[src/rtl/isa_pkg.sv]
`default_nettype none
// ----------------------------------------------------------------------------
// isa_pkg: shared definitions for the indexed shift array
// Sizes, operation and status codes, and the per-cell command type.
// ----------------------------------------------------------------------------
package isa_pkg;

    localparam int DEPTH      = 64;
    localparam int WORD_WIDTH = 32;

    localparam int CNT_W = $clog2(DEPTH + 1);
    localparam int CMP_W = (CNT_W > 7) ? CNT_W : 7;

    localparam logic [2:0] MODE_APPEND = 3'd0;
    localparam logic [2:0] MODE_REMOVE = 3'd1;
    localparam logic [2:0] MODE_INSERT = 3'd2;
    localparam logic [2:0] MODE_ERASE  = 3'd3;
    localparam logic [2:0] MODE_READ   = 3'd4;
    localparam logic [2:0] MODE_CLEAR  = 3'd5;

    localparam logic [1:0] STATUS_OK    = 2'd0;
    localparam logic [1:0] STATUS_FULL  = 2'd1;
    localparam logic [1:0] STATUS_EMPTY = 2'd2;
    localparam logic [1:0] STATUS_RANGE = 2'd3;

    typedef logic [WORD_WIDTH-1:0] word_t;

    typedef enum logic [2:0] {
        CELL_HOLD,
        CELL_LOAD,
        CELL_FROM_LOWER,
        CELL_FROM_UPPER,
        CELL_ZERO
    } cell_op_t;

endpackage
`default_nettype wire

[src/rtl/isa_cell.sv]
`default_nettype none
// ----------------------------------------------------------------------------
// isa_cell: one storage slot of the shift array
// Holds one word; loads a new word, takes a neighbor's word or clears.
// ----------------------------------------------------------------------------
module isa_cell (
    input  wire               clk,
    input  wire               rst_n,
    input  isa_pkg::cell_op_t op,
    input  isa_pkg::word_t    load_word,
    input  isa_pkg::word_t    lower_word,
    input  isa_pkg::word_t    upper_word,
    output isa_pkg::word_t    word
);
    import isa_pkg::*;

    word_t word_reg;
    word_t word_next;

    always_comb
    begin
        case (op)
            CELL_HOLD:       word_next = word_reg;
            CELL_LOAD:       word_next = load_word;
            CELL_FROM_LOWER: word_next = lower_word;
            CELL_FROM_UPPER: word_next = upper_word;
            CELL_ZERO:       word_next = '0;
            default:         word_next = word_reg;
        endcase
    end

    always_ff @(posedge clk or negedge rst_n)
    begin
        if (!rst_n)
        begin
            word_reg <= '0;
        end
        else
        begin
            word_reg <= word_next;
        end
    end

    assign word = word_reg;

endmodule
`default_nettype wire

[config.mk]
export PLATFORM = sky130hd
export DESIGN_NAME = isa_cell
export DESIGN_NICKNAME = d
export VERILOG_FILES = /design/src/rtl/isa_pkg.sv /design/src/rtl/isa_cell.sv
export SDC_FILE = /design/constraint.sdc
export NUM_CORES = 1
export LEC_CHECK = 0
export BUFFER_PORTS_ARGS = -buffer_cell sky130_fd_sc_hd__buf_2
export CAP_MARGIN = 20
export CORE_UTILIZATION = 36
export CTS_BUF_LIST = sky130_fd_sc_hd__clkbuf_16
export CTS_CLUSTER_SIZE = 20
export DETAILED_ROUTE_END_ITERATION = 12
export GPL_ROUTABILITY_DRIVEN = 0
export PLACE_DENSITY = 0.7
export SLEW_MARGIN = 20
export SYNTH_ARGS = -nofsm -noshare
export SYNTH_HDL_FRONTEND = slang
export SYNTH_SLANG_ARGS = --single-unit
[constraint.sdc]
create_clock -name clk -period 0.9 [get_ports clk]
set_clock_uncertainty 0.15 [all_clocks]
set_input_delay 0.09 -clock clk [delete_from_list [all_inputs] [get_ports clk]]
set_output_delay 0.09 -clock clk [all_outputs]
set_load 0.02 [all_outputs]
## Yosys cells after proc, flatten, opt, wreduce, memory -nomap -nowiden

Index checks and enable logic that the tools add are counted.

- Output and inout port bits: 32
- Input bits: 101
- Register bits after elaboration: 32
- Word-level logic and storage cells: 7

- Eq/ne operators: 4
- Reduce and logical (&&, ||, !) cells: 1
- Multiplexer cells: 1

Operators with widths:

| cell | number |
|---|---|
| case mux 32 bit (4 select lines) | 1 |
| == test 3 x 2 -> 1 bit, second input constant | 2 |
| nonzero test 4 bit | 1 |
| == test 3 x 1 -> 1 bit, second input constant | 1 |
| == test 3 bit, second input constant | 1 |

## Logic depth before layout (Yosys ltp)

Gate-level depths: netlist (run 1).

- Word-level depth: 2
- Gate-level depth with buffers: 5
- Depth with buffers taken out: 3

## Worst setup path before layout (run 1)

Ideal clock, no wire load.

- Path kind: input port to flip-flop
- Start: input op[2]
- End: register word_reg[0], in the netlist word[0]
- Slack: -179 ps
- Setup time: 135 ps
- Arrival time: 794 ps
- Cell stages on the path: 5
- Data required time: 615 ps
- Path buffers: 2
- Path through: buf_4 > buf_6 > o21a_1 > a211oi_2 > a221oi_2

- Word-level cells in the longest chain between the ends: 2
- Elaborated cells between the ends (all ways): 6
- Classes of those cells: eq/ne: 4; mux: 1; reduce/logical: 1

Ends and longest elaborated chain:

| element | line | RTL |
|---|---|---|
| start, declared | isa_cell.sv:9 | `input isa_pkg::cell_op_t op,` |
| == test 3 bit, or another cell as far along | isa_cell.sv:22 | `case (op)` |
| case mux 32 bit (4 select lines) or nonzero test 4 bit (tied branches) | -- |  |
| end signal, assigned | isa_cell.sv:40 | `word_reg <= word_next;` |
| end, declared | isa_cell.sv:17 | `word_t word_reg;` |

Several ways; a longest one is shown, not always the timed one.
A chain may end at the register's enable or synchronous reset.

## Final worst setup path (run 1)

- Start: register word_reg[23], in the netlist word[23]
- End: output word[23]

RTL lines:

| element | line | RTL |
|---|---|---|
| end, declared | isa_cell.sv:13 | `output isa_pkg::word_t word` |

No word-level cell between the ends.

==> results of run 1 <==
[per-stage QoR]
| step | power (W) | worst slack [ps] |
|---|---|---|
| after floorplan | 0.00289 | -144 |
| after global placement | 0.00350 | -288 |
| after detailed placement | 0.00356 | -347 |
| after CTS | 0.00570 | -266 |
| after global routing | 0.00602 | -291 |
| final | 0.00571 | -264 |
[cells in the mapped netlist (all sizes together)]
cell,number,area (sq um)
nor2,1,6.26
mux2i,32,320
clkbuf,3,13.8
o21a,32,240
buf,22,161
a211oi,32,365
a221oi,32,468
nor2b,1,6.26
inv,32,120
dfrtp,32,801
[cells by family (layout without fill, tap and decap cells)]
logic type | Yosys count | count (layout) | synth area share
buf+inv | 57 | 224 | 0.118
mux | 32 | 32 | 0.128
flops | 32 | 32 | 0.320
compound gates | 96 | 96 | 0.429
simple gates | 2 | 2 | 0.00500
[worst paths after layout]
kind | slack (ps) | end | depth (start not counted) | from
worst max-delay path | -260 | word[23] | 2 | word[23]
worst min-delay path | 7 | word[31] | 2 | op[2]
worst max register to register | -190 | word[0] | 3 | word[0]
worst min register to register | 430 | word[8] | 2 | word[8]
max in group asynchronous | 270 | word[23] | 3 | rst_n
min in group asynchronous | 140 | word[25] | 3 | rst_n
[power breakdown]
group	internal [W]	leakage (nW)	switching [W]
registers	0.00163	0.375	0.000173
logic	0.00124	1.48	0.00106
clock network	0.000994	0.0738	0.000615
[critical path: stages (launching register included)]
cell and delay [ps]:
dfrtp_2 410, buf_6 120, buf_6 120
[timing repair]
item / 4_1_cts / 5_1_grt
pin swaps: 3 / 5
hold buffers: 1 / 0
setup endpoints to repair: 64 / 64
gates resized for setup: 73 / 9
setup buffers: 27 / 0
endpoints found under the hold margin: 32 / 0
[cell type report]
type                       instances  area, sq um
multi-input combinational        130         1480
timing repair buffer             184         1380
inverter                          32          120
clock inverter                     3         11.3
fill                             559         2750
sequential                        32          803
clock buffer                       5          125
tap                               80          100
[metal layers]
metal	vias up	global-route usage	wire length [um]
met5	-	0	0
li1	1161	-	-
met1	1167	0.249	3130
met4	0	0.0697	83
met3	9	0.0418	385
met2	86	0.377	3760
==> results.sh, run 1 <==
export IMPL_die_h_um=85.4
export IMPL_final_common_cell="buf_2"
export IMPL_post_route_util=0.594
export IMPL_largest_register_ffs=32
export IMPL_critPathLaunchType="flop"
export IMPL_clk_latency_ps=270
export IMPL_cts_tree="yes"
export IMPL_io_buffer_count=132
export IMPL_antenna_cells=0
export IMPL_finalCritPeriodShare=1.29
export IMPL_wire_per_inst_um=15.8
export IMPL_grt_max_degree=34
export IMPL_via_count=2423
export IMPL_grt_pass1_wl_mm=11.8
export IMPL_grt_usage=0.209
export IMPL_powerDensity_nw_per_um2=1420
export IMPL_nNetsFinal=486
export IMPL_coreArea_sq_um=6760
export IMPL_setup_viol=64
export IMPL_start_util=0.370
export IMPL_fmax_ghz=0.859
export IMPL_rsz0062_at_grt="true"
export IMPL_syn2layout_area_growth_pct=60.3
export IMPL_outcome="complete, but fails checks"
export IMPL_p_leak_nw=1.93
export IMPL_violations="negative setup slack"
export IMPL_clockBufferDepth=2
export IMPL_tightest_slew_ps=267
export IMPL_synth_nets=320
export IMPL_synth_cell_types=15
export IMPL_cts_buffers=5
export IMPL_whs_ps=7.41
export IMPL_ios=133
export IMPL_cts_clk_slew_worst_paths_ps=50
export IMPL_layout_common_cells="100 x buf_2, 41 x buf_6, 35 x buf_4"
export IMPL_period_needed_ps=1160
export IMPL_wirelength_mm=7.36
export IMPL_design_area_sq_um=4010
export IMPL_fp_dieW_um=85.4
export IMPL_cts_sinks=32
export IMPL_ir_worst_vdd_mv=0.711
export IMPL_drc=0
export IMPL_crit_type="flop to output port"
export IMPL_synthCells=219
export IMPL_instances_no_fill=466
export IMPL_std_cell_rows=30
export IMPL_first_global_vias=2546
export IMPL_die_area_sq_um=7290
export IMPL_vias_per_cell=5.20
export IMPL_hold_viol_final=0
export IMPL_synth_seq_area_share=0.320
export IMPL_slew_viol_final=0
export IMPL_path_max_fanout=2
export IMPL_required_ps=660
export IMPL_yosys_warnings=0
export IMPL_syn_avg_cell_area_sq_um=11.4
export IMPL_worst_slack_ps=-264
export IMPL_place_area_sq_um=3390
export IMPL_drt_iter0_drc=68
export IMPL_relSlewSlack=0.817
export IMPL_setup_tns_ps=-9640
export IMPL_end_kind="output port"
export IMPL_maxCapViolCount=0
export IMPL_antenna_left=0
export IMPL_critPathArrivalTime_ps=920
export IMPL_htreeDepth=2
export IMPL_antenna_found_initial=0
export IMPL_drt_pass1_iterations=6
export IMPL_place_hpwl_mm=4.84
export IMPL_cts_root_buf="clkbuf_16"
export IMPL_drive_above_1_share=0.666
export IMPL_hp_class="input pin to flop"
export IMPL_synth_seq_cells=32
export IMPL_synth_area_sq_um=2500
export IMPL_overflow=0
export IMPL_placed_cells=430
Power figures use the tool's default switching activity.
==> run 2: changes to the inputs <==
Settings changed: ABC_AREA set to 1, PLACE_DENSITY 0.7 to 0.71.
==> run 2 against run 1 <==
Effect of this change: the run ends with negative hold slack, negative setup slack left; register-to-register slack better by 80 ps; global-route usage is 5.4 points higher; die area is 6.6% lower; via count is 22% higher; sequential cell count stayed put; sequential share of layout area is 2.2 points lower; critical path type is now input pin to flop; critical endpoint is now word[4]; highest routed layer unchanged.
==> results.sh, run 2 <==
export IMPL_synth_cell_types=14
export IMPL_ios=133
export IMPL_synth_seq_area_share=0.343
export IMPL_drt_pass1_iterations=5
export IMPL_syn_avg_cell_area_sq_um=6.11
export IMPL_final_common_cell="buf_2"
export IMPL_pre_cts_ws_ps=-346
export IMPL_clockBufferDepth=2
export IMPL_wire_per_inst_um=13.5
export IMPL_ys_flop_type="dfrtp_1"
export IMPL_synth_commonest_cells="99 x nand2_1, 96 x nor2_1, 65 x inv_1"
export IMPL_hold_viol_final=9
export IMPL_htreeDepth=2
export IMPL_violations="negative hold slack, negative setup slack"
export IMPL_place_hpwl_mm=4.53
export IMPL_synth_nets=483
export IMPL_clk_latency_ps=270
export IMPL_synth_fa_ha_area_frac=0
export IMPL_cts_tree="yes"
export IMPL_syn2layout_area_growth_pct=92.0
export IMPL_via_count=2949
export IMPL_hp_class="input pin to flop"
export IMPL_grt_max_degree=33
export IMPL_std_cell_rows=28
export IMPL_cts_clk_slew_worst_paths_ps=50
export IMPL_die_h_um=82.5
export IMPL_synthCells=382
export IMPL_required_ps=960
export IMPL_synth_simple_area_share=0.478
export IMPL_io_buffer_count=132
export IMPL_layout_common_cells="97 x buf_2, 91 x nand2_1, 66 x inv_1, 58 x nor2_1, 40 x buf_6"
export IMPL_whs_ps=-14.3
export IMPL_grt_pass1_wl_mm=13.2
export IMPL_start_util=0.383
export IMPL_path_max_fanout=8
export IMPL_synth_mux_area_frac=0
export IMPL_antenna_cells=0
export IMPL_synth_seq_cells=32
export IMPL_yosys_warnings=0
export IMPL_maxCapViolCount=0
export IMPL_finalPower_w=0.00616
export IMPL_synth_area_sq_um=2330
export IMPL_synthTopCellsByArea="dfrtp_1 34%, nand2_1 16%, nor2_1 15%"
export IMPL_grt_usage=0.263
export IMPL_multiInputGateArea_sq_um=1490
export IMPL_nFillCells=436
export IMPL_max_stage_delay_ps=220
export IMPL_finalCritPeriodShare=1.21
export IMPL_end_kind="flop"
export IMPL_critPathLaunchType="input pin"
export IMPL_synth_top_family_by_area="simple AND/OR/NAND/NOR gates"
export IMPL_largest_register_ffs=32
export IMPL_wirelength_mm=8.71
export IMPL_cts_sinks=32
export IMPL_period_needed_ps=1090
export IMPL_yosysMostFrequentCell="nand2_1"
export IMPL_synthArstFlopShare=1.00
export IMPL_cts_buffers=5
export IMPL_p_leak_nw=2.65
export IMPL_tightest_slew_ps=178
export IMPL_overflow=0
export IMPL_fmax_ghz=0.917
export IMPL_nNetsFinal=669
export IMPL_slowest_stage="nand3b_1"
export IMPL_drc=0
export IMPL_synth_compound_area_frac=0.00429
export IMPL_cts_root_buf="clkbuf_16"
export IMPL_synth_edf_count=0
export IMPL_relSlewSlack=0.881
export IMPL_drive_above_1_share=0.538
export IMPL_rsz0062_at_grt="true"
export IMPL_coreArea_sq_um=6100
export IMPL_setup_viol=64
export IMPL_synth_xor_area_frac=0
export IMPL_synth_top_area_share=0.343
export IMPL_drt_iter0_drc=130
export IMPL_fp_dieW_um=82.5
export IMPL_worst_slack_ps=-191
export IMPL_first_global_vias=2950
export IMPL_powerDensity_nw_per_um2=1370
export IMPL_vias_per_cell=4.58
export IMPL_slew_viol_final=0
export IMPL_antenna_left=0
export IMPL_antenna_found_initial=0
export IMPL_crit_type="input pin to flop"
export IMPL_ir_worst_vdd_mv=1.24
export IMPL_outcome="complete, but fails checks"
export IMPL_regArea_sq_um=801
export IMPL_die_area_sq_um=6810
export IMPL_critPathArrivalTime_ps=1150
export IMPL_synth_top_cell_by_area="dfrtp_1"
export IMPL_cp_cell_sequence="buf_8, nand3b_1, buf_8, buf_16, nor2_1, nor2_1, nand2_2, nand2_2, nand2_1"
## run 2: changes by cell type in the layout (fill, tap and decap cells not counted), moves of 31 or more
cell | before | now
o21a_1 | 32 | 0
nor2_1 | 0 | 58
mux2i_1 | 32 | 0
inv_1 | 32 | 66
nand2_1 | 0 | 91
nand2_2 | 0 | 37
a221oi_2 | 31 | 0
## run 2: timing repair
item,CTS,global route
setup endpoints to repair,64,64
gates resized for setup,159,36
cloned,10,1
hold endpoints to repair,52,0
setup buffers,43,5
hold buffers,1,0
pin swaps,26,35
## run 2: area by class of cell
class / count / share of cell area
Clock buffer: 5 / 0.0279
Clock inverter: 3 / 0.00251
Inverter: 67 / 0.0589
Multi-Input combinational cell: 264 / 0.332
Sequential cell: 32 / 0.179
Tap cell: 75 / 0.0209
Timing Repair Buffer: 198 / 0.379
## run 2: logic make-up (layout without fill, tap and decap cells)
group | count (synthesis) | in the layout
DFF | 32 | 32
buffers and inverters | 86 | 273
AOI/OAI and AO/OA | 2 | 2
and+or+nand+nor | 262 | 262
## run 2: path summary, 6_finish.rpt
path	from	to	slack (ps)	cells after the start
max	op[0]	word[4]	-190	9
min	load_word[12]	word[12]	-10	5
max reg2reg	word[19]	word[19]	-110	4
min reg2reg	word[24]	word[24]	370	2
max in group asynchronous	rst_n	word[21]	270	3
min in group asynchronous	rst_n	word[30]	150	3
## run 2: power breakdown
group / leakage, nW / internal [W] / total (W) / switching (W)
Sequential: 0.404 / 0.00167 / 0.00186 / 0.000188
Clock: 0.0738 / 0.000993 / 0.00157 / 0.000577
Combinational: 2.17 / 0.00143 / 0.00273 / 0.00130
Total: 2.65 / 0.00409 / 0.00616 / 0.00206
## run 2: critical path: cells and delay by family
kind | cells | cell delay (ps)
buffers and inverters | 3 | 470
AND/OR/NAND/NOR | 6 | 590
## run 2: routing by layer
metal / global-route usage / share of wire / vias up
met5: 0 / 0 / -
met4: 0.0707 / 0.015 / 0
met2: 0.512 / 0.54 / 99
met3: 0.0516 / 0.050 / 15
li1: - / - / 1479
met1: 0.287 / 0.39 / 1356
## run 2: per-stage QoR
stage | utilization | area [sq um] | hold WS, ps | TNS (ps) | std cells
after global placement | 0.514 | 3140 | -91.9 | -9810 | 583
after CTS | 0.725 | 4420 | -19.1 | -8170 | 644
final | 0.735 | 4480 | -14.3 | -7930 | 644
after floorplan | - | 2380 | -356 | -2370 | 382
after detailed placement | 0.514 | 3140 | -87.0 | -10510 | 583
after global routing | 0.735 | 4480 | 2.05 | -10400 | 644
